--- src/hw/rtl/rect_to_polar_degrees_assert.svh ---
// Assertion macros shared by the rect_to_polar_degrees RTL.
// Both take a label, the clock, the reset, a condition and a consequence.
`ifndef RECT_TO_POLAR_DEGREES_ASSERT_SVH
`define RECT_TO_POLAR_DEGREES_ASSERT_SVH

`ifndef SYNTHESIS
// Consequence must hold in the same cycle as the condition.
`define RTPD_ASSERT_IMPL(lbl, clk, rst, ante, cons) \
   lbl: assert property (@(posedge clk) disable iff (rst) (ante) |-> (cons)) \
      else $error("rect_to_polar_degrees: assertion failed");
// Consequence must hold in the cycle after the condition.
`define RTPD_ASSERT_NEXT(lbl, clk, rst, ante, cons) \
   lbl: assert property (@(posedge clk) disable iff (rst) (ante) |=> (cons)) \
      else $error("rect_to_polar_degrees: assertion failed");
`else
`define RTPD_ASSERT_IMPL(lbl, clk, rst, ante, cons)
`define RTPD_ASSERT_NEXT(lbl, clk, rst, ante, cons)
`endif

`endif

--- src/hw/rtl/r2p_pkg.sv ---
`timescale 1ns / 1ps
`default_nettype none

package r2p_pkg;

   // Widths of the sample and result fields.
   localparam int DATA_WIDTH = 16;
   localparam int OUT_W      = 16;
   localparam int ITERATIONS = 16;

   // Internal fixed-point formats: x and y in Q16, angle in degrees Q16.
   localparam int FRAC_BITS = 16;
   localparam int XW        = DATA_WIDTH + FRAC_BITS + 3;
   localparam int ZW        = 26;
   localparam int IDX_W     = 5;

   // Gain correction constant 0.6072529350 in Q30.
   localparam int GAIN_W = 30;
   localparam logic [GAIN_W-1:0] GAIN_Q30 = 30'd652032874;
   localparam int PH_W = XW - FRAC_BITS + GAIN_W;

   // Angle output conversion from Q16 to Q7 with rounding.
   localparam int ANG_SHIFT = FRAC_BITS - 7;
   localparam int ANG_ROUND = 1 << (ANG_SHIFT - 1);
   localparam int DEG180_Q7 = 23040;
   localparam int DEG90_Q7  = 11520;
   localparam int DEG180_Q16 = 180 << FRAC_BITS;

   // Payload that travels along the rotation chain.
   typedef struct packed {
      logic signed [XW-1:0] x;
      logic signed [XW-1:0] y;
      logic signed [ZW-1:0] z;
      logic                 special;
      logic [OUT_W-1:0]     spec_mag;
      logic [OUT_W-1:0]     spec_ang;
   } r2p_data_type;

   // Arctangent of 2^-i in degrees, Q16, rounded to nearest.
   function automatic logic signed [ZW-1:0] atan_q16(input logic [IDX_W-1:0] idx);
      logic signed [ZW-1:0] val;
      begin
         case (idx)
            5'd0:    val = ZW'(2949120);
            5'd1:    val = ZW'(1740967);
            5'd2:    val = ZW'(919879);
            5'd3:    val = ZW'(466945);
            5'd4:    val = ZW'(234379);
            5'd5:    val = ZW'(117304);
            5'd6:    val = ZW'(58666);
            5'd7:    val = ZW'(29335);
            5'd8:    val = ZW'(14668);
            5'd9:    val = ZW'(7334);
            5'd10:   val = ZW'(3667);
            5'd11:   val = ZW'(1833);
            5'd12:   val = ZW'(917);
            5'd13:   val = ZW'(458);
            5'd14:   val = ZW'(229);
            5'd15:   val = ZW'(115);
            5'd16:   val = ZW'(57);
            5'd17:   val = ZW'(29);
            5'd18:   val = ZW'(14);
            5'd19:   val = ZW'(7);
            5'd20:   val = ZW'(4);
            5'd21:   val = ZW'(2);
            5'd22:   val = ZW'(1);
            default: val = '0;
         endcase
         return val;
      end
   endfunction

endpackage

`default_nettype wire

--- src/hw/rtl/r2p_prep.sv ---
`timescale 1ns / 1ps
`default_nettype none

module r2p_prep (
   input  wire logic                            clock,
   input  wire logic                            reset,
   input  wire logic                            in_valid,
   output logic                                 in_ready,
   input  wire logic [r2p_pkg::DATA_WIDTH-1:0]  in_real,
   input  wire logic [r2p_pkg::DATA_WIDTH-1:0]  in_imag,
   output logic                                 out_valid,
   input  wire logic                            out_ready,
   output r2p_pkg::r2p_data_type                out_data
);
   import r2p_pkg::*;

   logic signed [DATA_WIDTH-1:0] re;
   logic signed [DATA_WIDTH-1:0] im;
   logic                         re_zero;
   logic                         im_zero;
   logic [DATA_WIDTH:0]          re_abs;
   logic [DATA_WIDTH:0]          im_abs;
   logic signed [XW-1:0]         re_x;
   logic signed [XW-1:0]         im_y;
   logic                         valid_ff;
   r2p_data_type                 data_ff;
   r2p_data_type                 data_in;

   assign re = $signed(in_real);
   assign im = $signed(in_imag);
   assign re_zero = (re == '0);
   assign im_zero = (im == '0);

   // Absolute values for the axis cases.
   assign re_abs = re[DATA_WIDTH-1] ? -{re[DATA_WIDTH-1], re} : {1'b0, re};
   assign im_abs = im[DATA_WIDTH-1] ? -{im[DATA_WIDTH-1], im} : {1'b0, im};

   // Scale both parts to Q16.
   assign re_x = $signed({{(XW-DATA_WIDTH-FRAC_BITS){re[DATA_WIDTH-1]}}, re,
                          {FRAC_BITS{1'b0}}});
   assign im_y = $signed({{(XW-DATA_WIDTH-FRAC_BITS){im[DATA_WIDTH-1]}}, im,
                          {FRAC_BITS{1'b0}}});

   // Axis detection and the half-turn for a negative real part.
   always_comb begin
      data_in.special  = re_zero || im_zero;
      data_in.spec_mag = im_zero ? OUT_W'(re_abs) : OUT_W'(im_abs);
      if (im_zero) begin
         data_in.spec_ang = re[DATA_WIDTH-1] ? OUT_W'(DEG180_Q7) : '0;
      end else if (im[DATA_WIDTH-1]) begin
         data_in.spec_ang = OUT_W'(-DEG90_Q7);
      end else begin
         data_in.spec_ang = OUT_W'(DEG90_Q7);
      end
      if (re[DATA_WIDTH-1]) begin
         data_in.x = -re_x;
         data_in.y = -im_y;
         data_in.z = im[DATA_WIDTH-1] ? ZW'(-DEG180_Q16) : ZW'(DEG180_Q16);
      end else begin
         data_in.x = re_x;
         data_in.y = im_y;
         data_in.z = '0;
      end
   end

   assign in_ready = !valid_ff || out_ready;

   // Entry register.
   always_ff @(posedge clock) begin
      if (reset) begin
         valid_ff <= 1'b0;
      end else if (in_ready) begin
         valid_ff <= in_valid;
      end
   end

   always_ff @(posedge clock) begin
      if (in_ready) begin
         data_ff <= data_in;
      end
   end

   assign out_valid = valid_ff;
   assign out_data  = data_ff;

endmodule

`default_nettype wire

--- config.mk ---
export PLATFORM = sky130hd
export DESIGN_NAME = r2p_prep
export DESIGN_NICKNAME = d
export VERILOG_FILES = /design/src/hw/rtl/rect_to_polar_degrees_assert.svh /design/src/hw/rtl/r2p_pkg.sv /design/src/hw/rtl/r2p_prep.sv
export SDC_FILE = /design/constraint.sdc
export NUM_CORES = 1
export LEC_CHECK = 0
export BUFFER_PORTS_ARGS = -buffer_cell sky130_fd_sc_hd__buf_2
export CORE_ASPECT_RATIO = 0.75
export CORE_MARGIN = 2
export CORE_UTILIZATION = 30
export CTS_CLUSTER_DIAMETER = 120
export DETAILED_ROUTE_END_ITERATION = 6
export PLACE_DENSITY_LB_ADDON = 0.1
export SLEW_MARGIN = 0
export SYNTH_ARGS = -nofsm -noshare
export SYNTH_HDL_FRONTEND = slang
export SYNTH_SLANG_ARGS = --single-unit
--- constraint.sdc ---
create_clock -name clock -period 6.2 [get_ports clock]
set_input_delay 0.31 -clock clock [delete_from_list [all_inputs] [get_ports clock]]
set_output_delay 0.31 -clock clock [all_outputs]
set_load 0.01 [all_outputs]
---- Word-level counts from Yosys, hierarchy flattened ----
Index checks and enable logic that the tools add are counted.
storage, ports and cells
  register bits after elaboration ......... 130
  bits of input ports ..................... 36
  output and inout bits ................... 131
  word-level logic and storage cells ...... 26
cells by class
  add/sub/neg operators ................... 4
  muxes and demuxes ....................... 8
  reductions and logical operators ........ 5
operators by type and width
  cell                   number
  two-way mux 92 bit     1
  two-way mux 16 bit     5
  negation 32 -> 35 bit  2
  zero test 16 bit       2
  negation 16 bit        2
  two-way mux 26 bit     1
  two-way mux 15 bit     1
  logical OR 1 bit       2
  zero test 1 bit        1

---- Longest topological paths before layout ----
  depth after elaboration ................. 3
  mapped depth ............................ 7
  mapped depth without buffers ............ 7

---- Worst setup path after synthesis ----
No wires, ideal clock.
  kind .................................... input to register
  start ................................... in out_ready
  end ..................................... reg data_ff (netlist bit out_data[110]) (enable)
  library setup time ...................... 0.436 ns
  arrival time ............................ 1.946 ns
  data required time ...................... 5.764 ns
  setup slack ............................. 3.818 ns
  stages on the path ...................... 1
  path buffers ............................ 0
  path through ............................ nand2b_1
between the ends
  word-level cells in the longest chain between the ends .. 1
RTL lines
  item                  RTL line        source
  from (decl)           r2p_prep.sv:12  input wire logic out_ready,
  logical OR 1 bit      r2p_prep.sv:66  assign in_ready = !valid_ff || out_ready;
  to (signal assigned)  r2p_prep.sv:79  data_ff <= data_in;
  to (decl)             r2p_prep.sv:26  r2p_data_type data_ff;
Every way passes these cells.
A chain may end at the register's enable or synchronous reset.

==> impl_metrics.csv <==
group,metric,value,unit
outcome,outcome,"finished clean",
timing,final.setup_skew,3.06,ps
critical_path,worst_path_max_delay_cell,"nor3_4",
logic_synthesis,syn_avg_cell_area,11.8,um2
job,max-cap-violations,0,
logic_synthesis,ys_warn_count,0,
pwr,pwr_density_cell,279,nW/um2
final_layout,nNetsFinal,452,
logic_synthesis,synth-async-reset-ratio,0,%
logic_synthesis,postSynthRegisterBits,64,
timing,number_of_hold_violations_in_the_final_report,0,
grt,grt.total_usage,13.2,%
drt,drt_pass1_iterations,4,
grt,globalRouteOverflowTotal,0,
pwr,power.leakage,1.88,nW
final_layout,final_layout_size_suffix_gt1_share,34.5,%
critical_path,crit_type,"in -> reg",
die,die_height,101,um
critical_path,cp_num_buf_inv,1,
clock_network,tritoncts,"built",
critical_path,rr_startpoint,"out_valid",
clock_network,ctsHoldBuffers,0,
clock_network,tritoncts_num_sinks,64,
grt,grt_first_pass_wirelength,13.2,mm
drt,routed_wl,8.61,mm
grt,initial_antenna_violation_count,0,
timing,layout_min_cycle_time,2280,ps
critical_path,arrival,2340,ps
timing,timing.slew.headroom,38.9,%
grt,grt_start_max_net_pins,66,
logic_synthesis,synth_area,3730,um2
grt,grt_pass1_vias,2333,
logic_synthesis,synth_area_leader_cell,"edfxtp_1",
drt,vias_after_detailed_routing,2426,
drt,wl_per_cell,14.8,um
pwr,max-vdd-ir-drop,0.000107,V
worst_hold_path,min_to,"out_valid",
critical_path,worstRegToRegCells,1,
critical_path,worst_setup_path_start_kind,"primary input",
timing,post-route-period-util,36.8,%
die,die_outline_area,13300,um2
timing,final_max_slew_viol_count,0,
die,initial_utilization,30.5,%
logic_synthesis,synth_most_common_cell,"buf_4",
worst_hold_path,holdCritPathClass,"in -> reg",
logic_synthesis,synth_area_leaders,"edfxtp_1 (51%), buf_4 (13%), xnor2_1 (6.8%)",
logic_synthesis,synth_largest_type_area_fraction,50.7,%
timing,report.final.setup_viol,0,
worst_hold_path,min_from,"reset",
die,die_w,133,um
placement,place_congestion,0.753,
placement,placed_area,4110,um2
critical_path,path_max_fanout,18,
timing,holdWs,128,ps
clock_network,post-cts-setup-buffers,0,
pwr,p_total,1.23,mW
die,core,12200,um2
logic_synthesis,synth-seq-area-share,51.3,%
final_layout,final_cell_area,4410,um2
critical_path,cp_slowest_stage_delay,750,ps
clock_network,clock_path_buffers,2,
drt,via_per_inst,4.16,
final_layout,antenna-diode-count,0,
timing,achievable-frequency,438,MHz
placement,numPortBuffers,108,
logic_synthesis,ys_dominant_reg_cell,"edfxtp_1",
critical_path,reg2reg_to,"out_data[120]",
clock_network,postCtsResizedCells,0,
clock_network,cts.clk_slew.worst_paths,50,ps
drt,ant_nets,0,
final_layout,fillcell_total,1254,
logic_synthesis,synth_commonest_cells,"buf_4 (66), edfxtp_1 (63), xnor2_1 (29)",
timing,rsz0062_at_grt,"no",
critical_path,worst-endpoint-required,6260,ps
critical_path,worst_setup_path_end_kind,"flop",
clock_network,worstSkewPairLatency,330,ps
clock_network,tritoncts.num_buffers,9,
worst_hold_path,hold_path_depth,2,
logic_synthesis,netlist_instances,315,
timing,worst_pin_slew,917,ps
logic_synthesis,number_of_enable_type_register_cells_in_the_synthesized_netlist,63,
die,std_cell_rows,35,
drt,route.detailed.drc,0,
critical_path,path_delay_family,"simple AND/OR/NAND/NOR gates",
placement,detailed_place_hpwl,6.15,mm
final_layout,synthesis_to_finish_area_growth,18.4,%
drt,drtIter0Drc,93,
timing,setup_total_negative_slack,0,ps
clock_network,cts_root_buffer,"clkbuf_16",
logic_synthesis,yosysUniqueCellTypes,51,
clock_network,htree_levels,3,
critical_path,setup.reg_to_reg.worst_slack,4790,ps
die,design.portCount,167,
critical_path,cp_cell_sequence,"buf_2 -> nor4_4 -> nand4_2 -> nor3_4 -> mux2i_1 -> o21ai_1",
## registers in the layout (all words and copies together), names as in the netlist
| signal | flops |
|---|---|
| out_data | 63 |
| out_valid | 1 |
## kinds of logic (layout without fill, tap and decap cells)
group,Yosys count,count (layout),share of synthesized area (%)
buffers and inverters,91,133,16.9
flip-flops,64,64,51.3
AND/OR/NAND/NOR,64,64,10.1
AO/OA/AOI/OAI,52,52,11.0
XOR/XNOR,36,36,8.46
adder cells (fa/ha/maj),4,4,1.34
multiplexers,3,3,0.839
other,1,61,0.101
## per-stage QoR
| stage | setup slack [ps] | std cells | util (%) |
|---|---|---|---|
| finish | 3920 | 583 | 36.1 |
| global route | 3700 | 583 | 36.1 |
| CTS | 3890 | 583 | 36.1 |
| detailed placement | 3540 | 567 | 33.7 |
| global placement | 3600 | 567 | 33.7 |
| floorplan | 3820 | 375 | - |
## where the power goes
part,switching [mW],leakage [nW],total (mW),internal [mW]
combinational,0.118,1.07,0.183,0.0650
sequential,0.0121,0.663,0.537,0.525
clock,0.181,0.150,0.513,0.332
total,0.311,1.88,1.23,0.922
## worst max path at each step
stage / endpoint / startpoint / slack, ps / cells past startpoint
finish: out_data[21] / in_imag[2] / 3920 / 6
global route: out_data[21] / in_imag[2] / 3700 / 6
CTS: out_data[21] / in_imag[2] / 3890 / 6
detailed placement: out_data[21] / in_imag[2] / 3540 / 6
global placement: out_data[21] / in_imag[2] / 3600 / 6
floorplan: out_data[110] / out_ready / 3820 / 1
## cell usage in the layout, fill, tap and decap left out, types with 5 or more instances in the layout
cell,instances
or3_1,6
inv_1,9
a21oi_1,9
xnor2_1,29
clkbuf_16,9
nor2_1,12
conb_1,61
a21oi_2,5
o21ai_0,10
a211oi_1,7
nand2b_1,5
buf_2,108
xor2_1,7
nand2_1,19
edfxtp_1,63
## routing by layer
layer / GRT usage, % / vias up / part of all wire, %
li1: - / 1183 / -
met1: 18.8 / 1130 / 50
met2: 18.7 / 103 / 41
met3: 4.98 / 10 / 7.7
met4: 3.97 / 0 / 1.1
met5: 0 / - / 0
## cell type report
cell class	count	area, um2	area share, %
Timing Repair Buffer	108	541	12.2
Clock buffer	13	260	5.90
Multi-Input combinational cell	220	1420	32.2
Inverter	9	33.8	0.765
Tap cell	166	208	4.71
Sequential cell	64	1910	43.3
Clock inverter	3	40.0	0.907
Power figures use the tool's default switching activity.
