--- src/hw/rtl/rect_to_polar_degrees_assert.svh ---
// Assertion macros shared by the rect_to_polar_degrees RTL.
// Both take a label, the clock, the reset, a condition and a consequence.
`ifndef RECT_TO_POLAR_DEGREES_ASSERT_SVH
`define RECT_TO_POLAR_DEGREES_ASSERT_SVH

`ifndef SYNTHESIS
// Consequence must hold in the same cycle as the condition.
`define RTPD_ASSERT_IMPL(lbl, clk, rst, ante, cons) \
   lbl: assert property (@(posedge clk) disable iff (rst) (ante) |-> (cons)) \
      else $error("rect_to_polar_degrees: assertion failed");
// Consequence must hold in the cycle after the condition.
`define RTPD_ASSERT_NEXT(lbl, clk, rst, ante, cons) \
   lbl: assert property (@(posedge clk) disable iff (rst) (ante) |=> (cons)) \
      else $error("rect_to_polar_degrees: assertion failed");
`else
`define RTPD_ASSERT_IMPL(lbl, clk, rst, ante, cons)
`define RTPD_ASSERT_NEXT(lbl, clk, rst, ante, cons)
`endif

`endif

--- src/hw/rtl/r2p_pkg.sv ---
`timescale 1ns / 1ps
`default_nettype none

package r2p_pkg;

   // Widths of the sample and result fields.
   localparam int DATA_WIDTH = 16;
   localparam int OUT_W      = 16;
   localparam int ITERATIONS = 16;

   // Internal fixed-point formats: x and y in Q16, angle in degrees Q16.
   localparam int FRAC_BITS = 16;
   localparam int XW        = DATA_WIDTH + FRAC_BITS + 3;
   localparam int ZW        = 26;
   localparam int IDX_W     = 5;

   // Gain correction constant 0.6072529350 in Q30.
   localparam int GAIN_W = 30;
   localparam logic [GAIN_W-1:0] GAIN_Q30 = 30'd652032874;
   localparam int PH_W = XW - FRAC_BITS + GAIN_W;

   // Angle output conversion from Q16 to Q7 with rounding.
   localparam int ANG_SHIFT = FRAC_BITS - 7;
   localparam int ANG_ROUND = 1 << (ANG_SHIFT - 1);
   localparam int DEG180_Q7 = 23040;
   localparam int DEG90_Q7  = 11520;
   localparam int DEG180_Q16 = 180 << FRAC_BITS;

   // Payload that travels along the rotation chain.
   typedef struct packed {
      logic signed [XW-1:0] x;
      logic signed [XW-1:0] y;
      logic signed [ZW-1:0] z;
      logic                 special;
      logic [OUT_W-1:0]     spec_mag;
      logic [OUT_W-1:0]     spec_ang;
   } r2p_data_type;

   // Arctangent of 2^-i in degrees, Q16, rounded to nearest.
   function automatic logic signed [ZW-1:0] atan_q16(input logic [IDX_W-1:0] idx);
      logic signed [ZW-1:0] val;
      begin
         case (idx)
            5'd0:    val = ZW'(2949120);
            5'd1:    val = ZW'(1740967);
            5'd2:    val = ZW'(919879);
            5'd3:    val = ZW'(466945);
            5'd4:    val = ZW'(234379);
            5'd5:    val = ZW'(117304);
            5'd6:    val = ZW'(58666);
            5'd7:    val = ZW'(29335);
            5'd8:    val = ZW'(14668);
            5'd9:    val = ZW'(7334);
            5'd10:   val = ZW'(3667);
            5'd11:   val = ZW'(1833);
            5'd12:   val = ZW'(917);
            5'd13:   val = ZW'(458);
            5'd14:   val = ZW'(229);
            5'd15:   val = ZW'(115);
            5'd16:   val = ZW'(57);
            5'd17:   val = ZW'(29);
            5'd18:   val = ZW'(14);
            5'd19:   val = ZW'(7);
            5'd20:   val = ZW'(4);
            5'd21:   val = ZW'(2);
            5'd22:   val = ZW'(1);
            default: val = '0;
         endcase
         return val;
      end
   endfunction

endpackage

`default_nettype wire

--- src/hw/rtl/r2p_cell.sv ---
`timescale 1ns / 1ps
`default_nettype none

module r2p_cell (
   input  wire logic                        clock,
   input  wire logic                        reset,
   input  wire logic [r2p_pkg::IDX_W-1:0]   step_index,
   input  wire logic                        in_valid,
   output logic                             in_ready,
   input  wire r2p_pkg::r2p_data_type       in_data,
   output logic                             out_valid,
   input  wire logic                        out_ready,
   output r2p_pkg::r2p_data_type            out_data
);
   import r2p_pkg::*;

   logic signed [XW-1:0] xs;
   logic signed [XW-1:0] ys;
   logic signed [ZW-1:0] step_atan;
   logic                 valid_ff;
   r2p_data_type         data_ff;
   r2p_data_type         data_in;

   assign xs        = in_data.x >>> step_index;
   assign ys        = in_data.y >>> step_index;
   assign step_atan = atan_q16(step_index);

   // One micro-rotation toward the positive x axis.
   always_comb begin
      data_in = in_data;
      if (!in_data.y[XW-1]) begin
         data_in.x = in_data.x + ys;
         data_in.y = in_data.y - xs;
         data_in.z = in_data.z + step_atan;
      end else begin
         data_in.x = in_data.x - ys;
         data_in.y = in_data.y + xs;
         data_in.z = in_data.z - step_atan;
      end
   end

   assign in_ready = !valid_ff || out_ready;

   always_ff @(posedge clock) begin
      if (reset) begin
         valid_ff <= 1'b0;
      end else if (in_ready) begin
         valid_ff <= in_valid;
      end
   end

   always_ff @(posedge clock) begin
      if (in_ready) begin
         data_ff <= data_in;
      end
   end

   assign out_valid = valid_ff;
   assign out_data  = data_ff;

endmodule

`default_nettype wire

--- config.mk ---
export PLATFORM = sky130hd
export DESIGN_NAME = r2p_cell
export DESIGN_NICKNAME = d
export VERILOG_FILES = /design/src/hw/rtl/rect_to_polar_degrees_assert.svh /design/src/hw/rtl/r2p_pkg.sv /design/src/hw/rtl/r2p_cell.sv
export SDC_FILE = /design/constraint.sdc
export NUM_CORES = 1
export LEC_CHECK = 0
export ABC_CLOCK_PERIOD_IN_PS = 19300
export BUFFER_PORTS_ARGS = -buffer_cell sky130_fd_sc_hd__buf_4
export CAP_MARGIN = 20
export CORE_MARGIN = 3
export CORE_UTILIZATION = 40
export DETAILED_ROUTE_END_ITERATION = 10
export PLACE_DENSITY_LB_ADDON = 0.3
export SETUP_SLACK_MARGIN = 0.2
export SLEW_MARGIN = 20
export SYNTH_ARGS = -nofsm -noshare
export SYNTH_HDL_FRONTEND = slang
export SYNTH_SLANG_ARGS = --single-unit
--- constraint.sdc ---
create_clock -name clock -period 19.3 [get_ports clock]
set_clock_uncertainty 0.2 [all_clocks]
set_input_delay 3.86 -clock clock [delete_from_list [all_inputs] [get_ports clock]]
set_output_delay 3.86 -clock clock [all_outputs]
set_load 0.01 [all_outputs]
# After elaboration in Yosys (flattened, before gate mapping)
# Memories as Yosys holds them, arrays and structs flattened.
# Cells that the tools add are included.
[totals]
input_bits = 138
output_inout_bits = 131
memories = 1
register_bits = 130
mem_bits_ro = 704
[op_classes]
n_mux = 1
addsub = 6
reduce_logical = 2
shifts = 2
[mem_list]
columns = ["memory", "depth", "word_bits", "read_ports", "rd_ports_with_merged_regs", "write_ports", "line_no", "source"]
rows = [
  ["(name not given)", 32, 22, 1, 0, 0, "r2p_pkg.sv:43", "case (idx)"],
]
[op_table]
columns = ["op", "count"]
rows = [
  ["96-bit two-way mux", 1],
  ["35-bit adder", 2],
  ["35-bit by 5-bit >>> shifter with 35-bit output", 2],
  ["35-bit subtractor", 2],
  ["26-bit adder", 1],
  ["26-bit subtractor", 1],
  ["1-bit logical NOT", 1],
  ["1-bit logical OR", 1],
]

# Depth between registers and ports, before layout
# Gate-level depths: netlist of run 1.
[logic_depth]
ltp_word = 3
mapped_depth = 31

# Worst setup path before layout of run 1
# Ideal clock, no wire load.
[synth_timing]
kind = "input to output"
start = "input port out_ready"
end = "output port in_ready"
stages = 1
t_required_ns = 15.240
arrival_time_ns = 7.061
slack_ns = 8.179
path_cell_list = "nand2b_1"
[synth_between]
elab_chain_len = 1
[synth_lines]
columns = ["item", "line_no", "source"]
rows = [
  ["start, declared", "r2p_cell.sv:12", "input wire logic out_ready,"],
  ["1-bit logical OR", "r2p_cell.sv:42", "assign in_ready = !valid_ff || out_ready;"],
  ["end, declared", "r2p_cell.sv:9", "output logic in_ready,"],
]
# No other way between the ends.

==> results.cfg, run 1 <==
[run_status]
outcome = finished clean

[drt]
vias_per_cell = 6.37
wl_met1_mm = 24.5
dr_wl_met3_mm = 6.25
wirelength_mm = 61.5
drc = 0
ant_nets = 0
drt_first_pass_iters = 6
drt_iter0_drc = 1516
route.top_layer_used = met4
wl_met2_mm = 28.5
vias = 16100
post_drt_wl_per_cell_um = 24.3

[logic_synthesis]
synth_cell_type_count = 114
synth_common_cells = nor2_1 (146), nand2_1 (134), edfxtp_1 (129)
synth_cells = 1783
ys_ff_latch = 130
synthArstFlopShare_pct = 0
synth_ff_type = edfxtp_1
synth_seq_area_share_pct = 23.3
avgSynthCellArea_um2 = 9.37
synth_area_leader_cell = edfxtp_1
yosys_warnings = 0
synth.most_common_cell = nor2_1
synth_top_cells_by_area = edfxtp_1 (23%), mux4_2 (8.5%), ha_1 (7.6%)
synth_edf_count = 129
syn-num-nets = 2026
syn_area_um2 = 16700
synth_top_area_share_pct = 23.2

[power_and_ir_drop]
ir_drop_mv = 0.0481
p_per_area_nw_per_um2 = 79.3
power.leakage_uw = 0.00786

[hold_path]
holdPathEnd = out_valid$_SDFFE_PP0P_
hold_depth = 2
min_from = out_valid$_SDFFE_PP0P_
hold_class = flop to flop

[clock_network]
cts_sinks = 130
h-tree-depth = 4
clock_latency_ns = 0.45
cts_hold_buf = 0
cts_buffer_depth = 2
cts_root_buffer = clkbuf_16
cts_buffers = 17
cts_resized = 0
cts.clk_slew.worst_paths_ns = 0.07
cts_setup_buffers = 0
cts_tree = built

[global_routing]
gr-usage-all-layers_pct = 26.8
grt-ovfl-total = 0
grt_pass1_wl_mm = 91.9
grt_max_degree = 77
antenna_found_initial = 0
grt_pass1_vias = 15300

[placement]
dp.cells = 2502
place_congestion = 0.995
portBuffers = 268
dp_hpwl_mm = 47.0

[setup_path]
worstPathCellList = buf_6 -> buf_4 -> buf_4 -> mux4_2 -> a222oi_1 -> nor2_1 -> nor3_1 -> nand3_2 -> nor4_4 -> and2_0 -> a211oi_1 -> or3_1 -> ha_1 -> a21oi_1 -> o211ai_1 -> o22ai_1 -> o2111ai_1 -> a31oi_1 -> a21oi_1 -> a41oi_1 -> nor2b_1 -> xnor2_1
worstReg2RegStart = out_valid$_SDFFE_PP0P_
r2r_setup_slack_ns = 16.86
timing.rr.end = out_data[113]$_DFFE_PP_
slowest_delay_ns = 0.77
reg2reg_depth = 2
path_max_fanout = 58
worst-path-buf-inv = 3
crit_required_ns = 19.31
critical_path_class = primary input to flop
crit_family = simple AND/OR/NAND/NOR gates
critPathCaptureType = flop
cp-start-kind = primary input
slowest_stage = buf_4
arrival_ns = 11.34

[floorplanning]
dieArea_um2 = 44300
start_util_pct = 40.7
io_pins = 269
die_h_um = 210
die_w_um = 210
rows = 74
core_area_um2 = 41000

[timing]
setup_viol = 0
fin_crit_sh_pct = 58.7
relSlewSlack_pct = 29.3
fmax_ghz = 0.0883
finalHoldViolations = 0
tightest_slew_ns = 1.05
rsz0062_at_grt = false
maxSlewViolCount = 0
tns_ns = 0
min_period_ns = 11.32

[cells_and_area]
drive_above_1_share_pct = 24.3
regArea_um2 = 3890
multi_input_area_um2 = 12000
nets = 2232
fill_cells = 3932
syn2layout_area_growth_pct = 16.3
layout.cells.non_filler = 2534
antenna_cells = 0

[flow_run]
max_cap_violations = 0
cells in the final DEF (no fill, tap or decap), types with 9 or more instances in the layout:
cell       count
o21a_1        21
o21bai_1      19
xor2_1        53
edfxtp_1     129
inv_1         46
a211oi_1      32
mux2_2        46
xnor2_1       96
nand3_1       40
buf_4        288
ha_1         102
or3_1          9
a31oi_1       21
nor2b_1       27
or2_2          9
a22oi_1       18
and2_1        17
o21ai_0       94
nand2b_1      22
o22ai_1       25
nor2_1       145
a41oi_1       10
a21o_1        32
and3_1        22
mux4_1        12
nand2_1      134
mux4_2        63
a21oi_1      122
o211ai_1      23
o31ai_1       10
nor3_1        43
a221oi_1      11
mux2i_1       54
clkbuf_16     17
worst reg2reg max path: stages (launching register included):
cell	delay, ns
dfxtp_1	0.33
nand2b_4	0.64
buf_4	0.81
worst max path at each step:
stage                              from                      end  cells after the start
after global placement    step_index[0]  out_data[126]$_DFFE_PP_                     22
after global routing      step_index[0]  out_data[126]$_DFFE_PP_                     22
after detailed placement  step_index[0]  out_data[126]$_DFFE_PP_                     22
after CTS                 step_index[0]  out_data[126]$_DFFE_PP_                     22
final                     step_index[0]  out_data[126]$_DFFE_PP_                     22
after floorplan               out_ready                 in_ready                      1
area by class of cell:
class,instances,share of cell area [%]
repair buffers,289,11.2
well taps,532,3.42
multi-input cells,1502,61.5
inverters,49,0.946
clock buffers,17,2.19
flip-flops and latches,130,20.0
clock inverters,15,0.721
flip-flops by register name, indices dropped and copies added (netlist names):
register	cells
out_data	129
out_valid	1
cell families after synthesis:
logic type / after synthesis / share of synthesized area (%)
simple gates: 534 / 16.6
mux: 179 / 17.0
buf+inv: 151 / 5.25
flops: 130 / 23.3
fa+ha+maj: 105 / 8.00
xor+xnor: 150 / 7.94
compound gates: 534 / 21.9
power breakdown:
| part | switching, uW | internal (uW) |
|---|---|---|
| Combinational | 436 | 345 |
| Clock | 146 | 170 |
| Sequential | 23.9 | 420 |
routing by layer:
layer	GRT usage [%]	up-vias
met5	0	-
met4	9.68	0
met3	7.01	130
met2	43.4	926
met1	34.7	7764
li1	-	7314
metrics by stage:
| step | area [um^2] | worst slack (ns) | hold slack [ns] | utilization (%) | total power [uW] |
|---|---|---|---|---|---|
| 3_3_place_gp | 18900 | 7.66 | 0.960 | 46.0 | 1220 |
| 2_1_floorplan | 16700 | 8.18 | 3.08 | - | 938 |
| 3_5_place_dp | 18900 | 7.57 | 1.00 | 46.0 | 1220 |
| 4_1_cts | 19400 | 8.05 | 1.01 | 47.4 | 1550 |
| 6_report | 19400 | 7.98 | 0.970 | 47.4 | 1540 |
| 5_1_grt | 19400 | 7.29 | 1.08 | 47.4 | 1630 |
Note: power is estimated with default switching activity, not from simulation.
==> run 2: changes to the inputs <==
- ABC_AREA: not set -> 1
- ABC_CLOCK_PERIOD_IN_PS: 19300 -> 10500
- clock period: 19.3 -> 10.5 ns (I/O delays scaled with it)
==> run 2 against run 1 <==
Effect of this change:
- die area fell by 3.9%
- critical path depth rose by 4
- total power rose by 82%
- flip-flop and latch count did not move
- global-route usage fell by 0.30 points
- synthesized area fell by 4.0%
- final cell count rose by 28%
- synthesized cell count rose by 41%
- design area fell by 3.1%
==> results.cfg, run 2 <==
[cells_and_area]
layout.cells.non_filler = 3256
final_common_cell = nand2_1
drive_above_1_share_pct = 13.7
multi_input_area_um2 = 10700
final_area_um2 = 18800
largest_register_ffs = 129
most-common-layout-cells = nand2_1 (806), nand3_1 (392), buf_4 (275)
syn2layout_area_growth_pct = 17.4
final_util_pct = 48.2
fill_cells = 4124
antenna_cells = 0
nets = 2968
regArea_um2 = 3890

[logic_synthesis]
synth_top_cells_by_area = edfxtp_1 (24%), nand2_1 (19%), nand3_1 (12%)
syn_area_um2 = 16000
avgSynthCellArea_um2 = 6.38
ys_ff_latch = 130
synth_common_cells = nand2_1 (807), nand3_1 (392), inv_1 (236)
synth_edf_count = 129
synth_top_area_share_pct = 24.1
synth_area_leader_cell = edfxtp_1
synth_seq_area_share_pct = 24.3
synth_cells = 2514
yosys_warnings = 0
synth.most_common_cell = nand2_1
synth_cell_type_count = 52
synth_ff_type = edfxtp_1
synthArstFlopShare_pct = 0
syn-num-nets = 2757

[placement]
placed_area_um2 = 18300
portBuffers = 268
dp_hpwl_mm = 47.1
place_congestion = 0.980
dp.cells = 3224

[clock_network]
cts_tree = built
cts_resized = 0
cts_hold_buf = 0
h-tree-depth = 4
cts_buffer_depth = 2
cts_setup_buffers = 0
cts.clk_slew.worst_paths_ns = 0.07
cts_root_buffer = clkbuf_16
cts_sinks = 130
clock_latency_ns = 0.44
cts_buffers = 17

[setup_path]
critPathCaptureType = flop
critical_path_class = primary input to flop
cp-start-kind = primary input
reg2reg_depth = 2
arrival_ns = 8.31
path_max_fanout = 76
crit_required_ns = 10.49

[drt]
ant_nets = 0
wirelength_mm = 57.9
vias = 17900
drt_first_pass_iters = 5
drc = 0
wl_met1_mm = 25.3
vias_per_cell = 5.49
post_drt_wl_per_cell_um = 17.8
route.top_layer_used = met4
wl_met2_mm = 25.3
drt_iter0_drc = 1684
dr_wl_met3_mm = 4.87

[floorplanning]
dieArea_um2 = 42500
io_pins = 269
core_area_um2 = 39100
start_util_pct = 41.0
die_w_um = 206
rows = 72
die_h_um = 206

[timing]
rsz0062_at_grt = false
fmax_ghz = 0.120
maxSlewViolCount = 0
min_period_ns = 8.32
tns_ns = 0
tightest_slew_ns = 1.11
fin_crit_sh_pct = 79.3
finalHoldViolations = 0
relSlewSlack_pct = 26.0
holdWs_ns = 0.531
setup_viol = 0

[hold_path]
hold_class = flop to flop
hold_depth = 1

[power_and_ir_drop]
p_per_area_nw_per_um2 = 149
ir_drop_mv = 0.108
power.leakage_uw = 0.00949

[global_routing]
grt_max_degree = 77
antenna_found_initial = 0
grt-ovfl-total = 0
gr-usage-all-layers_pct = 26.5
grt_pass1_wl_mm = 87.9
grt_pass1_vias = 16400

[run_status]
outcome = finished clean

[flow_run]
max_cap_violations = 0
==> run 2: kinds of logic after synthesis <==
family	Yosys count	synth area share (%)
xor+xnor	142	7.75
compound gates	305	10.9
flops	130	24.3
buf+inv	335	8.87
simple gates	1497	39.9
fa+ha+maj	105	8.33
==> run 2: where the power goes <==
| part | switching [uW] | internal, uW | total, uW |
|---|---|---|---|
| sequential | 47.1 | 779 | 826 |
| clock | 240 | 325 | 565 |
| combinational | 856 | 554 | 1410 |
==> run 2: area by class of cell <==
class                      instances  share of cell area [%]
sequential                       130                    20.7
inverter                         252                    5.04
clock inverter                    13                   0.585
multi-input combinational       2049                    57.0
tap                              518                    3.44
timing repair buffer             275                    11.0
clock buffer                      19                    2.30
==> run 2: metrics by stage <==
step                      power [uW]  setup WS, ns
after floorplan                 1710          3.27
after global placement          2220          2.45
after detailed placement        2230          2.40
after CTS                       2820          2.85
after global routing            3010          1.80
final                           2800          2.18
==> run 2: final timing paths <==
path / from / to / slack, ns
hold / removal: out_valid$_SDFFE_PP0P_ / out_data[40]$_DFFE_PP_ / 0.53
setup / recovery: step_index[0] / out_data[127]$_DFFE_PP_ / 2.18
hold reg to reg: out_valid$_SDFFE_PP0P_ / out_data[40]$_DFFE_PP_ / 0.53
setup reg to reg: out_valid$_SDFFE_PP0P_ / out_data[112]$_DFFE_PP_ / 8.64
==> run 2: routing by layer <==
metal	vias up	global-route usage, %
li1	8779	-
met1	8170	36.6
met2	830	40.8
met3	105	4.52
met4	0	11.3
met5	-	0
==> run 2: critical path, cell delays in order <==
cell	delay (ns)
buf_4	0.57
clkinv_2	0.98
nand2_1	0.34
nand3_1	0.13
nand3_1	0.16
nand3_1	0.15
nand3_1	0.23
nand2_1	0.13
inv_1	0.09
ha_1	0.17
nand3_1	0.10
nor2_1	0.12
nand2_1	0.08
nor2_1	0.26
nand2_1	0.18
nand2_1	0.14
o21ai_1	0.09
xor2_1	0.16
ha_1	0.41
nand2_1	0.11
nor2_1	0.17
nand2_1	0.11
nor4b_1	0.73
nand2_1	0.10
o211ai_1	0.32
xor2_1	0.13
