### src/hw/rtl/rect_to_polar_degrees_assert.svh
// Assertion macros shared by the rect_to_polar_degrees RTL.
// Both take a label, the clock, the reset, a condition and a consequence.
`ifndef RECT_TO_POLAR_DEGREES_ASSERT_SVH
`define RECT_TO_POLAR_DEGREES_ASSERT_SVH

`ifndef SYNTHESIS
// Consequence must hold in the same cycle as the condition.
`define RTPD_ASSERT_IMPL(lbl, clk, rst, ante, cons) \
   lbl: assert property (@(posedge clk) disable iff (rst) (ante) |-> (cons)) \
      else $error("rect_to_polar_degrees: assertion failed");
// Consequence must hold in the cycle after the condition.
`define RTPD_ASSERT_NEXT(lbl, clk, rst, ante, cons) \
   lbl: assert property (@(posedge clk) disable iff (rst) (ante) |=> (cons)) \
      else $error("rect_to_polar_degrees: assertion failed");
`else
`define RTPD_ASSERT_IMPL(lbl, clk, rst, ante, cons)
`define RTPD_ASSERT_NEXT(lbl, clk, rst, ante, cons)
`endif

`endif

### src/hw/rtl/r2p_pkg.sv
`timescale 1ns / 1ps
`default_nettype none

package r2p_pkg;

   // Widths of the sample and result fields.
   localparam int DATA_WIDTH = 16;
   localparam int OUT_W      = 16;
   localparam int ITERATIONS = 16;

   // Internal fixed-point formats: x and y in Q16, angle in degrees Q16.
   localparam int FRAC_BITS = 16;
   localparam int XW        = DATA_WIDTH + FRAC_BITS + 3;
   localparam int ZW        = 26;
   localparam int IDX_W     = 5;

   // Gain correction constant 0.6072529350 in Q30.
   localparam int GAIN_W = 30;
   localparam logic [GAIN_W-1:0] GAIN_Q30 = 30'd652032874;
   localparam int PH_W = XW - FRAC_BITS + GAIN_W;

   // Angle output conversion from Q16 to Q7 with rounding.
   localparam int ANG_SHIFT = FRAC_BITS - 7;
   localparam int ANG_ROUND = 1 << (ANG_SHIFT - 1);
   localparam int DEG180_Q7 = 23040;
   localparam int DEG90_Q7  = 11520;
   localparam int DEG180_Q16 = 180 << FRAC_BITS;

   // Payload that travels along the rotation chain.
   typedef struct packed {
      logic signed [XW-1:0] x;
      logic signed [XW-1:0] y;
      logic signed [ZW-1:0] z;
      logic                 special;
      logic [OUT_W-1:0]     spec_mag;
      logic [OUT_W-1:0]     spec_ang;
   } r2p_data_type;

   // Arctangent of 2^-i in degrees, Q16, rounded to nearest.
   function automatic logic signed [ZW-1:0] atan_q16(input logic [IDX_W-1:0] idx);
      logic signed [ZW-1:0] val;
      begin
         case (idx)
            5'd0:    val = ZW'(2949120);
            5'd1:    val = ZW'(1740967);
            5'd2:    val = ZW'(919879);
            5'd3:    val = ZW'(466945);
            5'd4:    val = ZW'(234379);
            5'd5:    val = ZW'(117304);
            5'd6:    val = ZW'(58666);
            5'd7:    val = ZW'(29335);
            5'd8:    val = ZW'(14668);
            5'd9:    val = ZW'(7334);
            5'd10:   val = ZW'(3667);
            5'd11:   val = ZW'(1833);
            5'd12:   val = ZW'(917);
            5'd13:   val = ZW'(458);
            5'd14:   val = ZW'(229);
            5'd15:   val = ZW'(115);
            5'd16:   val = ZW'(57);
            5'd17:   val = ZW'(29);
            5'd18:   val = ZW'(14);
            5'd19:   val = ZW'(7);
            5'd20:   val = ZW'(4);
            5'd21:   val = ZW'(2);
            5'd22:   val = ZW'(1);
            default: val = '0;
         endcase
         return val;
      end
   endfunction

endpackage

`default_nettype wire

### src/hw/rtl/r2p_post.sv
`timescale 1ns / 1ps
`default_nettype none

module r2p_post (
   input  wire logic                       clock,
   input  wire logic                       reset,
   input  wire logic                       in_valid,
   output logic                            in_ready,
   input  wire r2p_pkg::r2p_data_type      in_data,
   output logic                            out_valid,
   input  wire logic                       out_ready,
   output logic [r2p_pkg::OUT_W-1:0]       out_magnitude,
   output logic [r2p_pkg::OUT_W-1:0]       out_angle
);
   import r2p_pkg::*;

   localparam int MAG_W = PH_W + 1 - GAIN_W;

   logic [XW-FRAC_BITS-1:0]     x_hi;
   logic [FRAC_BITS-1:0]        x_lo;
   logic [PH_W-1:0]             p_hi;
   logic [FRAC_BITS+GAIN_W-1:0] p_lo_full;
   logic                        mul_ready;
   logic                        res_ready;
   logic                        mul_valid_ff;
   logic [PH_W-1:0]             p_hi_ff;
   logic [GAIN_W-1:0]           p_lo_ff;
   logic signed [ZW-1:0]        z_ff;
   logic                        special_ff;
   logic [OUT_W-1:0]            spec_mag_ff;
   logic [OUT_W-1:0]            spec_ang_ff;
   logic [PH_W:0]               prod_sum;
   logic [MAG_W-1:0]            mag_wide;
   logic signed [ZW:0]          z_round;
   logic signed [ZW:0]          ang_wide;
   logic signed [ZW:0]          ang_clamp;
   logic                        res_valid_ff;
   logic [OUT_W-1:0]            mag_ff;
   logic [OUT_W-1:0]            mag_in;
   logic [OUT_W-1:0]            ang_ff;
   logic [OUT_W-1:0]            ang_in;

   // Gain correction, split into high and low partial products.
   assign x_hi      = in_data.x[XW-1:FRAC_BITS];
   assign x_lo      = in_data.x[FRAC_BITS-1:0];
   assign p_hi      = PH_W'(x_hi) * PH_W'(GAIN_Q30);
   assign p_lo_full = (FRAC_BITS+GAIN_W)'(x_lo) * (FRAC_BITS+GAIN_W)'(GAIN_Q30);

   // The output register takes a new value when it is empty or being read.
   assign res_ready = !res_valid_ff || out_ready;
   assign mul_ready = !mul_valid_ff || res_ready;
   assign in_ready  = mul_ready;

   always_ff @(posedge clock) begin
      if (reset) begin
         mul_valid_ff <= 1'b0;
      end else if (mul_ready) begin
         mul_valid_ff <= in_valid;
      end
   end

   always_ff @(posedge clock) begin
      if (mul_ready) begin
         p_hi_ff     <= p_hi;
         p_lo_ff     <= p_lo_full[FRAC_BITS+GAIN_W-1:FRAC_BITS];
         z_ff        <= in_data.z;
         special_ff  <= in_data.special;
         spec_mag_ff <= in_data.spec_mag;
         spec_ang_ff <= in_data.spec_ang;
      end
   end

   // Sum the partial products, round half up and saturate.
   assign prod_sum = (PH_W+1)'(p_hi_ff) + (PH_W+1)'(p_lo_ff)
                   + (PH_W+1)'(1 << (GAIN_W - 1));
   assign mag_wide = prod_sum[PH_W:GAIN_W];

   // Degrees from Q16 to Q7 with rounding, then clamp to a half turn.
   assign z_round  = $signed({z_ff[ZW-1], z_ff}) + $signed((ZW+1)'(ANG_ROUND));
   assign ang_wide = z_round >>> ANG_SHIFT;

   always_comb begin
      if (ang_wide > $signed((ZW+1)'(DEG180_Q7))) begin
         ang_clamp = $signed((ZW+1)'(DEG180_Q7));
      end else if (ang_wide < $signed((ZW+1)'(-DEG180_Q7))) begin
         ang_clamp = $signed((ZW+1)'(-DEG180_Q7));
      end else begin
         ang_clamp = ang_wide;
      end
   end

   // Axis cases bypass the rotation result.
   always_comb begin
      if (special_ff) begin
         mag_in = spec_mag_ff;
         ang_in = spec_ang_ff;
      end else begin
         mag_in = (|mag_wide[MAG_W-1:OUT_W]) ? '1 : mag_wide[OUT_W-1:0];
         ang_in = ang_clamp[OUT_W-1:0];
      end
   end

   // Output register.
   always_ff @(posedge clock) begin
      if (reset) begin
         res_valid_ff <= 1'b0;
      end else if (res_ready) begin
         res_valid_ff <= mul_valid_ff;
      end
   end

   always_ff @(posedge clock) begin
      if (res_ready) begin
         mag_ff <= mag_in;
         ang_ff <= ang_in;
      end
   end

   assign out_valid     = res_valid_ff;
   assign out_magnitude = mag_ff;
   assign out_angle     = ang_ff;

endmodule

`default_nettype wire

### config.mk
export PLATFORM = sky130hd
export DESIGN_NAME = r2p_post
export DESIGN_NICKNAME = d
export VERILOG_FILES = /design/src/hw/rtl/rect_to_polar_degrees_assert.svh /design/src/hw/rtl/r2p_pkg.sv /design/src/hw/rtl/r2p_post.sv
export SDC_FILE = /design/constraint.sdc
export NUM_CORES = 1
export LEC_CHECK = 0
export ABC_AREA = 0
export CAP_MARGIN = 40
export CORE_MARGIN = 2
export CORE_UTILIZATION = 60
export DETAILED_ROUTE_END_ITERATION = 10
export DONT_BUFFER_PORTS = 1
export PLACE_DENSITY = 0.87
export SYNTH_ARGS = -nofsm -noshare
export SYNTH_HDL_FRONTEND = slang
export SYNTH_SLANG_ARGS = --single-unit
export TNS_END_PERCENT = 1
### constraint.sdc
create_clock -name clock -period 7.2 [get_ports clock]
set_input_delay 1.44 -clock clock [delete_from_list [all_inputs] [get_ports clock]]
set_output_delay 1.44 -clock clock [all_outputs]
set_load 0.02 [all_outputs]
======== Word-level counts from Yosys, hierarchy flattened ========
Cells that the tools add are included.
storage, ports and cells
  bits in registers ....................... 171
  input bits .............................. 133
  word-level logic and storage cells ...... 27
cells by class
  add/subtract/negate cells ............... 3
  multiply operators ...................... 2
  magnitude comparators ................... 2
  muxes and demuxes ....................... 5
  reduce and logical (&&, ||, !) cells .... 5
operators with widths
  operator                                                                 count
  16-bit 2-to-1 mux                                                        5
  49-bit by 30-bit adder with 50-bit output                                1
  50-bit by 30-bit adder with 50-bit output (second input constant)        1
  19-bit by 29-bit multiplier with 48-bit output (second input constant)   1
  16-bit by 29-bit multiplier with 45-bit output (second input constant)   1
  26-bit by 10-bit adder with 27-bit output (second input constant)        1
  18-bit by 16-bit > comparator with 1-bit output (second input constant)  1
  18-bit by 16-bit < comparator with 1-bit output (second input constant)  1
  4-bit OR reduction                                                       1
  1-bit logical NOT                                                        2
  1-bit logical OR                                                         2

======== Logic depth before layout (Yosys ltp) ========
Gate-level depths: netlist (run 1).
  depth in word-level cells ............... 5
  gate-level depth with buffers ........... 24
  gate-level depth less buffers ........... 23

======== Worst setup path before layout (run 1) ========
Ideal clock, no wire load.
  kind .................................... in2reg
  from .................................... input in_data[126] (netlist name)
  to ...................................... register p_hi_ff[47], data pin
  arrival time ............................ 6.920 ns
  data required time ...................... 6.940 ns
  setup slack ............................. 0.020 ns
  stages .................................. 24
  buffers on the path ..................... 2
  path through ............................ ha_1 -> clkbuf_1 -> xor2_1 -> ha_1 -> a21oi_1 -> fa_1 -> inv_1 -> fa_1 -> fa_1 -> inv_1 -> fa_1 -> inv_1 -> ha_1 -> clkbuf_1 -> nand3_1 -> a211o_1 -> a31oi_1 -> o311a_1 -> a211oi_4 -> o311a_4 -> o21a_1 -> o21ai_2 -> a221oi_2 -> xnor2_1
on the way
  cells in the longest elaborated chain, start to end .. 1
ends and longest elaborated chain
  element                                         RTL line        RTL
  start: declaration                              r2p_post.sv:9   input wire r2p_pkg::r2p_data_type in_data,
  19-bit by 29-bit multiplier with 48-bit output  r2p_post.sv:46  assign p_hi = PH_W'(x_hi) * PH_W'(GAIN_Q30);
  net p_hi[47]                                    r2p_post.sv:21  logic [PH_W-1:0] p_hi;
  end signal: assignment                          r2p_post.sv:64  p_hi_ff <= p_hi;
  end: declaration                                r2p_post.sv:26  logic [PH_W-1:0] p_hi_ff;
The timed path passes the listed nets, and every way through them passes these cells.
A chain may end at the register's enable or synchronous reset.

======== Final worst setup path (run 1) ========
  from .................................... input in_data[111] (netlist name)
  to ...................................... register p_hi_ff[45], data pin
The elaborated chain is that of the path after synthesis.

==> results.sh, run 1 <==
export IMPL_fillers=2838
export IMPL_cp_start_kind="primary input"
export IMPL_drive_above_1_share=0.132
export IMPL_finalHoldViolCount=0
export IMPL_drt_initial_drc_count=996
export IMPL_core_um2=39700
export IMPL_setup_worst_path_end_class="flop"
export IMPL_postCtsSetupBuffers=0
export IMPL_antenna_left=0
export IMPL_yosysSeqAreaShare=0.201
export IMPL_fp_dieW_um=205
export IMPL_max_cap_violations=0
export IMPL_die_y_um=205
export IMPL_wl_per_cell_um=20.3
export IMPL_synth_seq_cells=162
export IMPL_grt_antenna_before_repair=2
export IMPL_synth_edf_count=160
export IMPL_grt_max_degree=50
export IMPL_synth_area_top_cells="fa_1 (34%), edfxtp_1 (20%), ha_1 (20%)"
export IMPL_drc_errors=0
export IMPL_avgSynthCellArea_um2=10.9
export IMPL_worstPathArrival_ns=7.25
export IMPL_grt_pass1_vias=18200
export IMPL_globalplace_congestion=0.974
export IMPL_min_path_type="flop to flop"
export IMPL_tightest_slew_ns=0.841
export IMPL_cts_made_buffers=17
export IMPL_fin_area_um2=27300
export IMPL_dpl_cell_area_um2=26500
export IMPL_fp_row_count=73
export IMPL_dr_pass1_iters=5
export IMPL_dp_hpwl_mm=52.7
export IMPL_yosysTopAreaCell="fa_1"
export IMPL_via_per_inst=5.49
export IMPL_cts_clk_slew_worst_paths_ns=0.07
export IMPL_layout_area_overhead_vs_synth_pct=13.1
export IMPL_cts_sinks=162
export IMPL_finalWirelength_mm=61.0
export IMPL_initial_core_util=0.608
export IMPL_cts_tree="built"
export IMPL_relSlewSlack=0.425
export IMPL_fp_dieArea_um2=41900
export IMPL_finClkSkew_ns=0.0189
export IMPL_synth_cell_type_count=70
export IMPL_numPortBuffers=0
export IMPL_nets=3380
export IMPL_synth_common_cells="inv_1 (654), fa_1 (410), ha_1 (379), edfxtp_1 (160), a21oi_1 (86)"
export IMPL_synth_nets=3138
export IMPL_crit_type="primary input to flop"
export IMPL_yosys_most_used_dff="edfxtp_1"
export IMPL_syn_cell_area_um2=24200
export IMPL_required_ns=7.40
export IMPL_maxSlewViolCount=0
export IMPL_yosysTopAreaCellShare=0.340
export IMPL_cts_root_buffer="clkbuf_16"
export IMPL_grt_remaining_overflow=0
export IMPL_fin_crit_ns=7.05
export IMPL_grt_util_all_layers=0.309
export IMPL_syn_inst=2216
export IMPL_synth_async_reset_ratio=0
export IMPL_via_count=16500
export IMPL_htreeDepth=4
export IMPL_fmax_ghz=0.142
export IMPL_cts_buffer_depth=2
export IMPL_period_share=0.979
export IMPL_insertion_delay_ns=0.45
export IMPL_pin_count=167
export IMPL_grt_pass1_wl_mm=96.8
export IMPL_cp_max_fo=7
export IMPL_outcome="finished, final reports clean"
export IMPL_setup_violations=0
export IMPL_yosysMostFrequentCell="inv_1"
export IMPL_synth_warning_count=0
==> cell type report <==
class,instances,area (µm²),area share
antenna,2,5.00,0.000183
sequential,162,4840,0.177
multi-input combinational,1385,17000,0.621
tap,525,657,0.0240
timing repair buffer,238,1800,0.0659
clock buffer,18,429,0.0157
clock inverter,14,169,0.00618
inverter,654,2450,0.0899
==> sequential cells by signal, indices dropped and copies added (netlist names) <==
name           cells
spec_ang_ff       16
z_ff              18
mul_valid_ff       1
out_magnitude     16
out_angle         16
p_hi_ff           48
p_lo_ff           29
spec_mag_ff       16
out_valid          1
special_ff         1
==> stage by stage <==
stage	util	setup TNS (ns)	worst slack [ns]	hold slack [ns]	cells
after CTS	0.683	0	0.0628	0.538	2995
after global routing	0.687	-0.0843	-0.0517	0.571	2997
after floorplan	-	0	0.0199	0.463	2216
final	0.688	0	0.151	0.537	2998
after detailed placement	0.668	-2.78	-0.415	0.521	2963
after global placement	0.667	-1.50	-0.329	0.516	2961
==> path summary, 6_finish.rpt <==
path,start,cells after the start,to,slack [ns]
worst max register to register,p_hi_ff[7],12,out_magnitude[7],3.19
worst min register to register,mul_valid_ff,2,out_valid,0.54
worst max-delay path,in_data[111],22,p_hi_ff[45],0.15
worst min-delay path,mul_valid_ff,2,out_valid,0.54
==> worst max-delay path: stages <==
cell,delay [ns]
ha_1,0.40
fa_1,0.54
inv_1,0.07
fa_1,0.48
inv_1,0.05
fa_1,0.52
inv_1,0.06
fa_1,0.50
fa_1,0.52
inv_1,0.05
ha_1,0.33
a211oi_2,0.23
o21ai_0,0.16
nor4b_2,0.19
buf_4,0.15
o311a_4,0.37
a211oi_4,0.21
o311a_4,0.26
nor2_2,0.05
a311o_1,0.38
a21oi_2,0.18
xnor2_1,0.09
==> placed cells by master (no fill, tap or decap), drive strengths merged, types with 5 or more instances in the layout <==
| cell type | Yosys | layout |
|---|---|---|
| o21bai | 10 | 10 |
| nand2b | 11 | 11 |
| a32o | 9 | 9 |
| nand3 | 19 | 19 |
| a21oi | 88 | 88 |
| ha | 379 | 379 |
| a221oi | 5 | 5 |
| clkbuf | 10 | 18 |
| a21o | 38 | 38 |
| a31oi | 7 | 7 |
| o211ai | 9 | 9 |
| nor2 | 57 | 57 |
| a211oi | 13 | 13 |
| edfxtp | 160 | 160 |
| xor2 | 29 | 29 |
| and4 | 7 | 7 |
| o21a | 11 | 11 |
| or2 | 8 | 8 |
| nor2b | 27 | 27 |
| inv | 654 | 661 |
| nand4 | 14 | 14 |
| xnor2 | 58 | 58 |
| o21ai | 37 | 37 |
| fa | 410 | 410 |
| and3 | 12 | 12 |
| buf | 5 | 238 |
| nor3 | 19 | 19 |
| o31ai | 5 | 5 |
| nand2 | 58 | 58 |
==> timing repair <==
item                       in CTS  in global routing
hold buffers                    0                  0
setup endpoints to repair       0                 12
resized for setup               0                 36
==> metal layers <==
layer,part of all wire,vias up,global-route usage
met3,0.071,109,0.0719
met1,0.42,8297,0.411
met2,0.48,519,0.510
met5,0,-,0
met4,0.025,0,0.0836
li1,-,7542,-
==> cell families (layout without fill, tap and decap cells) <==
group / Yosys count / count (layout) / share of synthesized area
flip-flops: 162 / 162 / 0.201
adder cells (fa/ha/maj): 789 / 789 / 0.536
AND/OR/NAND/NOR: 249 / 249 / 0.0538
buffers and inverters: 669 / 924 / 0.105
other: 0 / 2 / 0
XOR/XNOR: 87 / 87 / 0.0315
multiplexers: 3 / 3 / 0.00124
AO/OA/AOI/OAI: 257 / 257 / 0.0723
Power of run 1 is left out: the tool's default activity adds up to more than one toggle a clock period on the data nets, which glitch-free logic cannot reach.
==> inputs of run 2 (changes only) <==
--- a/config.mk
+++ b/config.mk
@@ -12,6 +12,7 @@
 export DETAILED_ROUTE_END_ITERATION = 10
 export DONT_BUFFER_PORTS = 1
 export PLACE_DENSITY = 0.87
+export RECOVER_POWER = 100
 export SYNTH_ARGS = -nofsm -noshare
 export SYNTH_HDL_FRONTEND = slang
 export SYNTH_SLANG_ARGS = --single-unit
==> run 2 against run 1 <==
- the run now ends with max-capacitance violations, max-slew violations left
- final cell count is the same
- highest routed layer unchanged
- first-iteration DRC count shrank 1.7%
- wire length grew 0.12%
- largest cell class unchanged
- maximum frequency is essentially flat
- core utilization shrank 0.26 points
- sequential share of layout area grew 0.068 points
- clock-buffer cell count is the same
- via count shrank 0.16%
==> results.sh, run 2 (synthesis results as in run 1) <==
export IMPL_outcome="complete, but fails checks"
export IMPL_violations="max-capacitance violations, max-slew violations"
export IMPL_fmax_ghz=0.142
export IMPL_post_cts_resized=0
export IMPL_cts_hold_fix_buffers=0
export IMPL_insertion_delay_ns=0.45
export IMPL_finalWirelength_mm=61.0
export IMPL_largest_register="p_hi_ff"
export IMPL_max_cap_violations=4
export IMPL_layout_common_cells="inv_1 (653), fa_1 (405), ha_1 (377), buf_4 (222), edfxtp_1 (160)"
export IMPL_cp_max_fo=7
export IMPL_fillers=2853
export IMPL_layout_area_overhead_vs_synth_pct=12.7
export IMPL_grt_max_degree=50
export IMPL_reg_largest_list="p_hi_ff (48), p_lo_ff (29), z_ff (18)"
export IMPL_cts_made_buffers=17
export IMPL_cts_tree="built"
export IMPL_cts_clk_slew_worst_paths_ns=0.07
export IMPL_die_y_um=205
export IMPL_grt_pass1_vias=18200
export IMPL_worstPathArrival_ns=7.26
export IMPL_core_um2=39700
export IMPL_numPortBuffers=0
export IMPL_grt_pass1_wl_mm=96.8
export IMPL_wl_per_cell_um=20.4
export IMPL_drc_errors=0
export IMPL_worst_slack_ns=0.147
export IMPL_globalplace_congestion=0.974
export IMPL_mostFrequentLayoutCell="inv_1"
export IMPL_multi_input_area_um2=16900
export IMPL_grt_antenna_before_repair=2
export IMPL_period_share=0.980
export IMPL_fp_dieW_um=205
export IMPL_crit_type="primary input to flop"
export IMPL_largest_reg_flops=48
export IMPL_fp_row_count=73
export IMPL_via_per_inst=5.48
export IMPL_nets=3380
export IMPL_min_path_type="flop to flop"
export IMPL_fp_dieArea_um2=41900
export IMPL_register_area_um2=4840
export IMPL_antenna_left=0
export IMPL_relSlewSlack=-0.715
export IMPL_cts_root_buffer="clkbuf_16"
export IMPL_pin_count=167
export IMPL_drt_initial_drc_count=979
export IMPL_grt_remaining_overflow=0
export IMPL_setup_worst_path_end_class="flop"
export IMPL_via_count=16400
export IMPL_dp_hpwl_mm=52.7
export IMPL_required_ns=7.40
export IMPL_finClkSkew_ns=0.0182
export IMPL_fin_crit_ns=7.05
export IMPL_tightest_slew_ns=2.57
export IMPL_dr_pass1_iters=5
export IMPL_setup_violations=0
export IMPL_htreeDepth=4
export IMPL_postCtsSetupBuffers=0
export IMPL_grt_util_all_layers=0.309
export IMPL_initial_core_util=0.608
export IMPL_drive_above_1_share=0.125
export IMPL_whs_ns=0.508
export IMPL_fin_setup_tns_ns=0
export IMPL_pre_cts_ws_ns=-0.415
export IMPL_maxSlewViolCount=166
export IMPL_cts_buffer_depth=2
export IMPL_finalHoldViolCount=0
export IMPL_cp_start_kind="primary input"
export IMPL_cts_sinks=162
-- run 2: metal layers --
metal | vias to the layer above | routed length (µm) | GRT usage
li1 | 7531 | - | -
met1 | 8303 | 25600 | 0.411
met2 | 507 | 29400 | 0.510
met3 | 99 | 4530 | 0.0719
met4 | 0 | 1460 | 0.0836
met5 | - | 0 | 0
-- run 2: final timing paths --
| kind | start | endpoint | slack, ns | cells past startpoint |
|---|---|---|---|---|
| setup / recovery | in_data[111] | p_hi_ff[45] | 0.15 | 22 |
| hold / removal | mul_valid_ff | out_valid | 0.51 | 2 |
| setup reg to reg | out_valid | p_hi_ff[10] | 1.18 | 4 |
| hold reg to reg | mul_valid_ff | out_valid | 0.51 | 2 |
-- run 2: final cells by class --
class / instances / share of cell area
well taps: 525 / 0.0241
flip-flops and latches: 162 / 0.178
repair buffers: 238 / 0.0646
inverters: 654 / 0.0902
clock buffers: 18 / 0.0158
clock inverters: 14 / 0.00621
diodes: 2 / 0.000184
multi-input cells: 1385 / 0.621
-- run 2: critical path: stages --
cell and delay, ns:
ha_1 0.40, fa_1 0.54, inv_1 0.07, fa_1 0.48
inv_1 0.05, fa_1 0.52, inv_1 0.06, fa_1 0.50
fa_1 0.52, inv_1 0.05, ha_1 0.34, a211oi_2 0.24
o21ai_0 0.15, nor4b_2 0.19, buf_4 0.15, o311a_4 0.37
a211oi_4 0.21, o311a_4 0.26, nor2_2 0.05, a311o_1 0.38
a21oi_2 0.18, xnor2_1 0.09
-- run 2: through the flow --
stage	area, µm²	instances	util
2_1_floorplan	24200	2216	-
3_3_place_gp	26500	2961	0.667
3_5_place_dp	26500	2963	0.668
4_1_cts	27100	2995	0.683
5_1_grt	27200	2997	0.685
6_report	27200	2998	0.685
Power of run 2 is left out for the same reason.
==> inputs of run 3 (changes only) <==
--- a/config.mk
+++ b/config.mk
@@ -8,10 +8,10 @@
 export ABC_AREA = 0
 export CAP_MARGIN = 40
 export CORE_MARGIN = 2
-export CORE_UTILIZATION = 60
+export CORE_UTILIZATION = 50
 export DETAILED_ROUTE_END_ITERATION = 10
 export DONT_BUFFER_PORTS = 1
-export PLACE_DENSITY = 0.87
+export PLACE_DENSITY = 0.76
 export RECOVER_POWER = 100
 export SYNTH_ARGS = -nofsm -noshare
 export SYNTH_HDL_FRONTEND = slang
==> run 3 against run 2 <==
- the run still ends with max-capacitance violations, max-slew violations left
- maximum frequency is 0.26% higher
- clock skew is 0.0071 ns lower
- first-iteration DRC count is 0.10% lower
- sequential share of layout area is 0.12 points lower
- largest cell class unchanged
==> results.sh, run 3 (synthesis results as in run 1) <==
export IMPL_cp_cell_sequence="fa_1 > fa_1 > inv_1 > fa_1 > fa_1 > fa_1 > fa_1 > inv_1 > ha_1 > buf_4 > nand2_1 > o41ai_2 > buf_4 > o311a_1 > a211oi_4 > o311a_4 > o21a_1 > o21ai_2 > a221oi_2 > xnor2_1"
export IMPL_finalHoldViolCount=0
export IMPL_grt_pass1_vias=17800
export IMPL_via_per_inst=5.24
export IMPL_finalWirelength_mm=59.1
export IMPL_met1_usage=0.334
export IMPL_htreeDepth=4
export IMPL_fp_row_count=80
export IMPL_cp_top_family="adder cells"
export IMPL_core_um2=47700
export IMPL_worstHoldPathCells=2
export IMPL_wl_per_cell_um=19.1
export IMPL_grt_util_met2=0.422
export IMPL_outcome="complete, but fails checks"
export IMPL_pre_cts_ws_ns=-0.676
export IMPL_max_cap_violations=2
export IMPL_grt_max_degree=70
export IMPL_fp_dieArea_um2=50100
export IMPL_die_y_um=224
export IMPL_cp_max_fo=5
export IMPL_layout_common_cells="inv_1 (654), fa_1 (408), ha_1 (375), buf_4 (239), edfxtp_1 (160)"
export IMPL_numPortBuffers=0
export IMPL_cp_slowest_stage_delay_ns=0.60
export IMPL_worstPathArrival_ns=7.23
export IMPL_rsz0062_at_grt="true"
export IMPL_via_count=16200
export IMPL_fmax_ghz=0.142
export IMPL_grt_util_met3=0.0514
export IMPL_fin_area_um2=27400
export IMPL_cts_made_buffers=17
export IMPL_cts_buffer_depth=2
export IMPL_largest_register="p_hi_ff"
export IMPL_drc_errors=0
export IMPL_largest_reg_flops=48
export IMPL_r2r_start="p_hi_ff[3]"
export IMPL_tightest_slew_ns=2.07
export IMPL_setup_violations=0
export IMPL_insertion_delay_ns=0.44
export IMPL_antenna_left=0
export IMPL_cts_sinks=162
export IMPL_pin_count=167
export IMPL_crit_buf_inv=4
export IMPL_violations="max-capacitance violations, max-slew violations"
export IMPL_fillers=3978
export IMPL_rr_worst_depth=12
export IMPL_antenna_cells=0
export IMPL_dr_pass1_iters=7
export IMPL_maxSlewViolCount=117
export IMPL_finClkSkew_ns=0.0112
export IMPL_fp_dieW_um=224
export IMPL_cts_hold_fix_buffers=0
export IMPL_nets=3393
export IMPL_hold_end="out_valid"
export IMPL_hold_start="mul_valid_ff"
export IMPL_required_ns=7.40
export IMPL_cp_start_kind="primary input"
export IMPL_period_share=0.977
export IMPL_crit_type="primary input to flop"
export IMPL_drt_initial_drc_count=978
export IMPL_cts_tree="built"
export IMPL_crit_top_cell="fa_1"
export IMPL_cpMaxStageDelayCell="fa_1"
export IMPL_layout_area_overhead_vs_synth_pct=13.4
export IMPL_cts_clk_slew_worst_paths_ns=0.07
export IMPL_relSlewSlack=-0.384
export IMPL_grt_util_all_layers=0.250
export IMPL_grt_antenna_before_repair=2
export IMPL_min_path_type="flop to flop"
export IMPL_cts_root_buffer="clkbuf_16"
export IMPL_grt_remaining_overflow=0
export IMPL_r2r_end="out_magnitude[2]"
export IMPL_setup_worst_path_end_class="flop"
export IMPL_globalplace_congestion=0.959
export IMPL_worst_slack_ns=0.165
export IMPL_r2r_slack_ns=2.58
export IMPL_grt_pass1_wl_mm=95.4
export IMPL_mostFrequentLayoutCell="inv_1"
export IMPL_dp_hpwl_mm=51.9
export IMPL_drive_above_1_share=0.127
export IMPL_initial_core_util=0.506
export IMPL_reg_largest_list="p_hi_ff (48), p_lo_ff (29), z_ff (18)"
export IMPL_dpl_cell_area_um2=26700
export IMPL_top_usage_layer="met2"
export IMPL_fin_crit_ns=7.03
run 3: cell count changes in the layout (fill, tap and decap cells not counted), sizes merged:
cell,before,now
clkinvlp,2,1
buf,222,239
diode,2,0
bufinv,2,1
clkbuf,34,30
clkinv,3,5
run 3: area by class of cell:
type	instances	area, µm²	share of cell area
clock inverter	14	166	0.00608
inverter	654	2450	0.0896
timing repair buffer	251	1860	0.0677
clock buffer	18	439	0.0160
tap	615	769	0.0281
multi-input combinational	1385	16900	0.616
sequential	162	4840	0.177
run 3: metrics by stage:
stage | TNS (ns) | cells | utilization | hold WS [ns]
CTS | 0 | 3095 | 0.573 | 0.530
floorplan | 0 | 2216 | - | 0.463
global placement | -4.12 | 3060 | 0.559 | 0.513
global route | -0.0867 | 3099 | 0.574 | 0.518
detailed placement | -4.58 | 3063 | 0.560 | 0.520
finish | 0 | 3099 | 0.574 | 0.499
run 3: worst max path at each step:
stage,from,to,slack [ns],depth (start not counted)
3_3_place_gp,in_data[123],p_hi_ff[48],-0.69,23
3_5_place_dp,in_data[123],p_hi_ff[48],-0.68,23
2_1_floorplan,in_data[126],p_hi_ff[47],0.02,24
5_1_grt,in_data[126],p_hi_ff[48],-0.05,23
6_report,in_data[114],p_hi_ff[47],0.17,20
4_1_cts,in_data[114],p_hi_ff[48],0.03,23
run 3: timing repair:
item	CTS	global route
pin swaps	1	13
buffers inserted	0	3
resized for setup	3	22
setup endpoints to repair	2	10
run 3: layer usage:
metal | part of all wire | vias to the layer above | wire, µm
li1 | - | 7554 | -
met1 | 0.43 | 8181 | 25600
met2 | 0.49 | 427 | 28700
met3 | 0.059 | 78 | 3500
met4 | 0.020 | 4 | 1210
met5 | 0.00039 | - | 23
run 3: tightest hold or removal path, stage by stage, from the launching register on:
cell and delay, ns:
dfxtp_1 0.32, nor2_1 0.10, nor2_1 0.04
Power of run 3 is left out for the same reason.
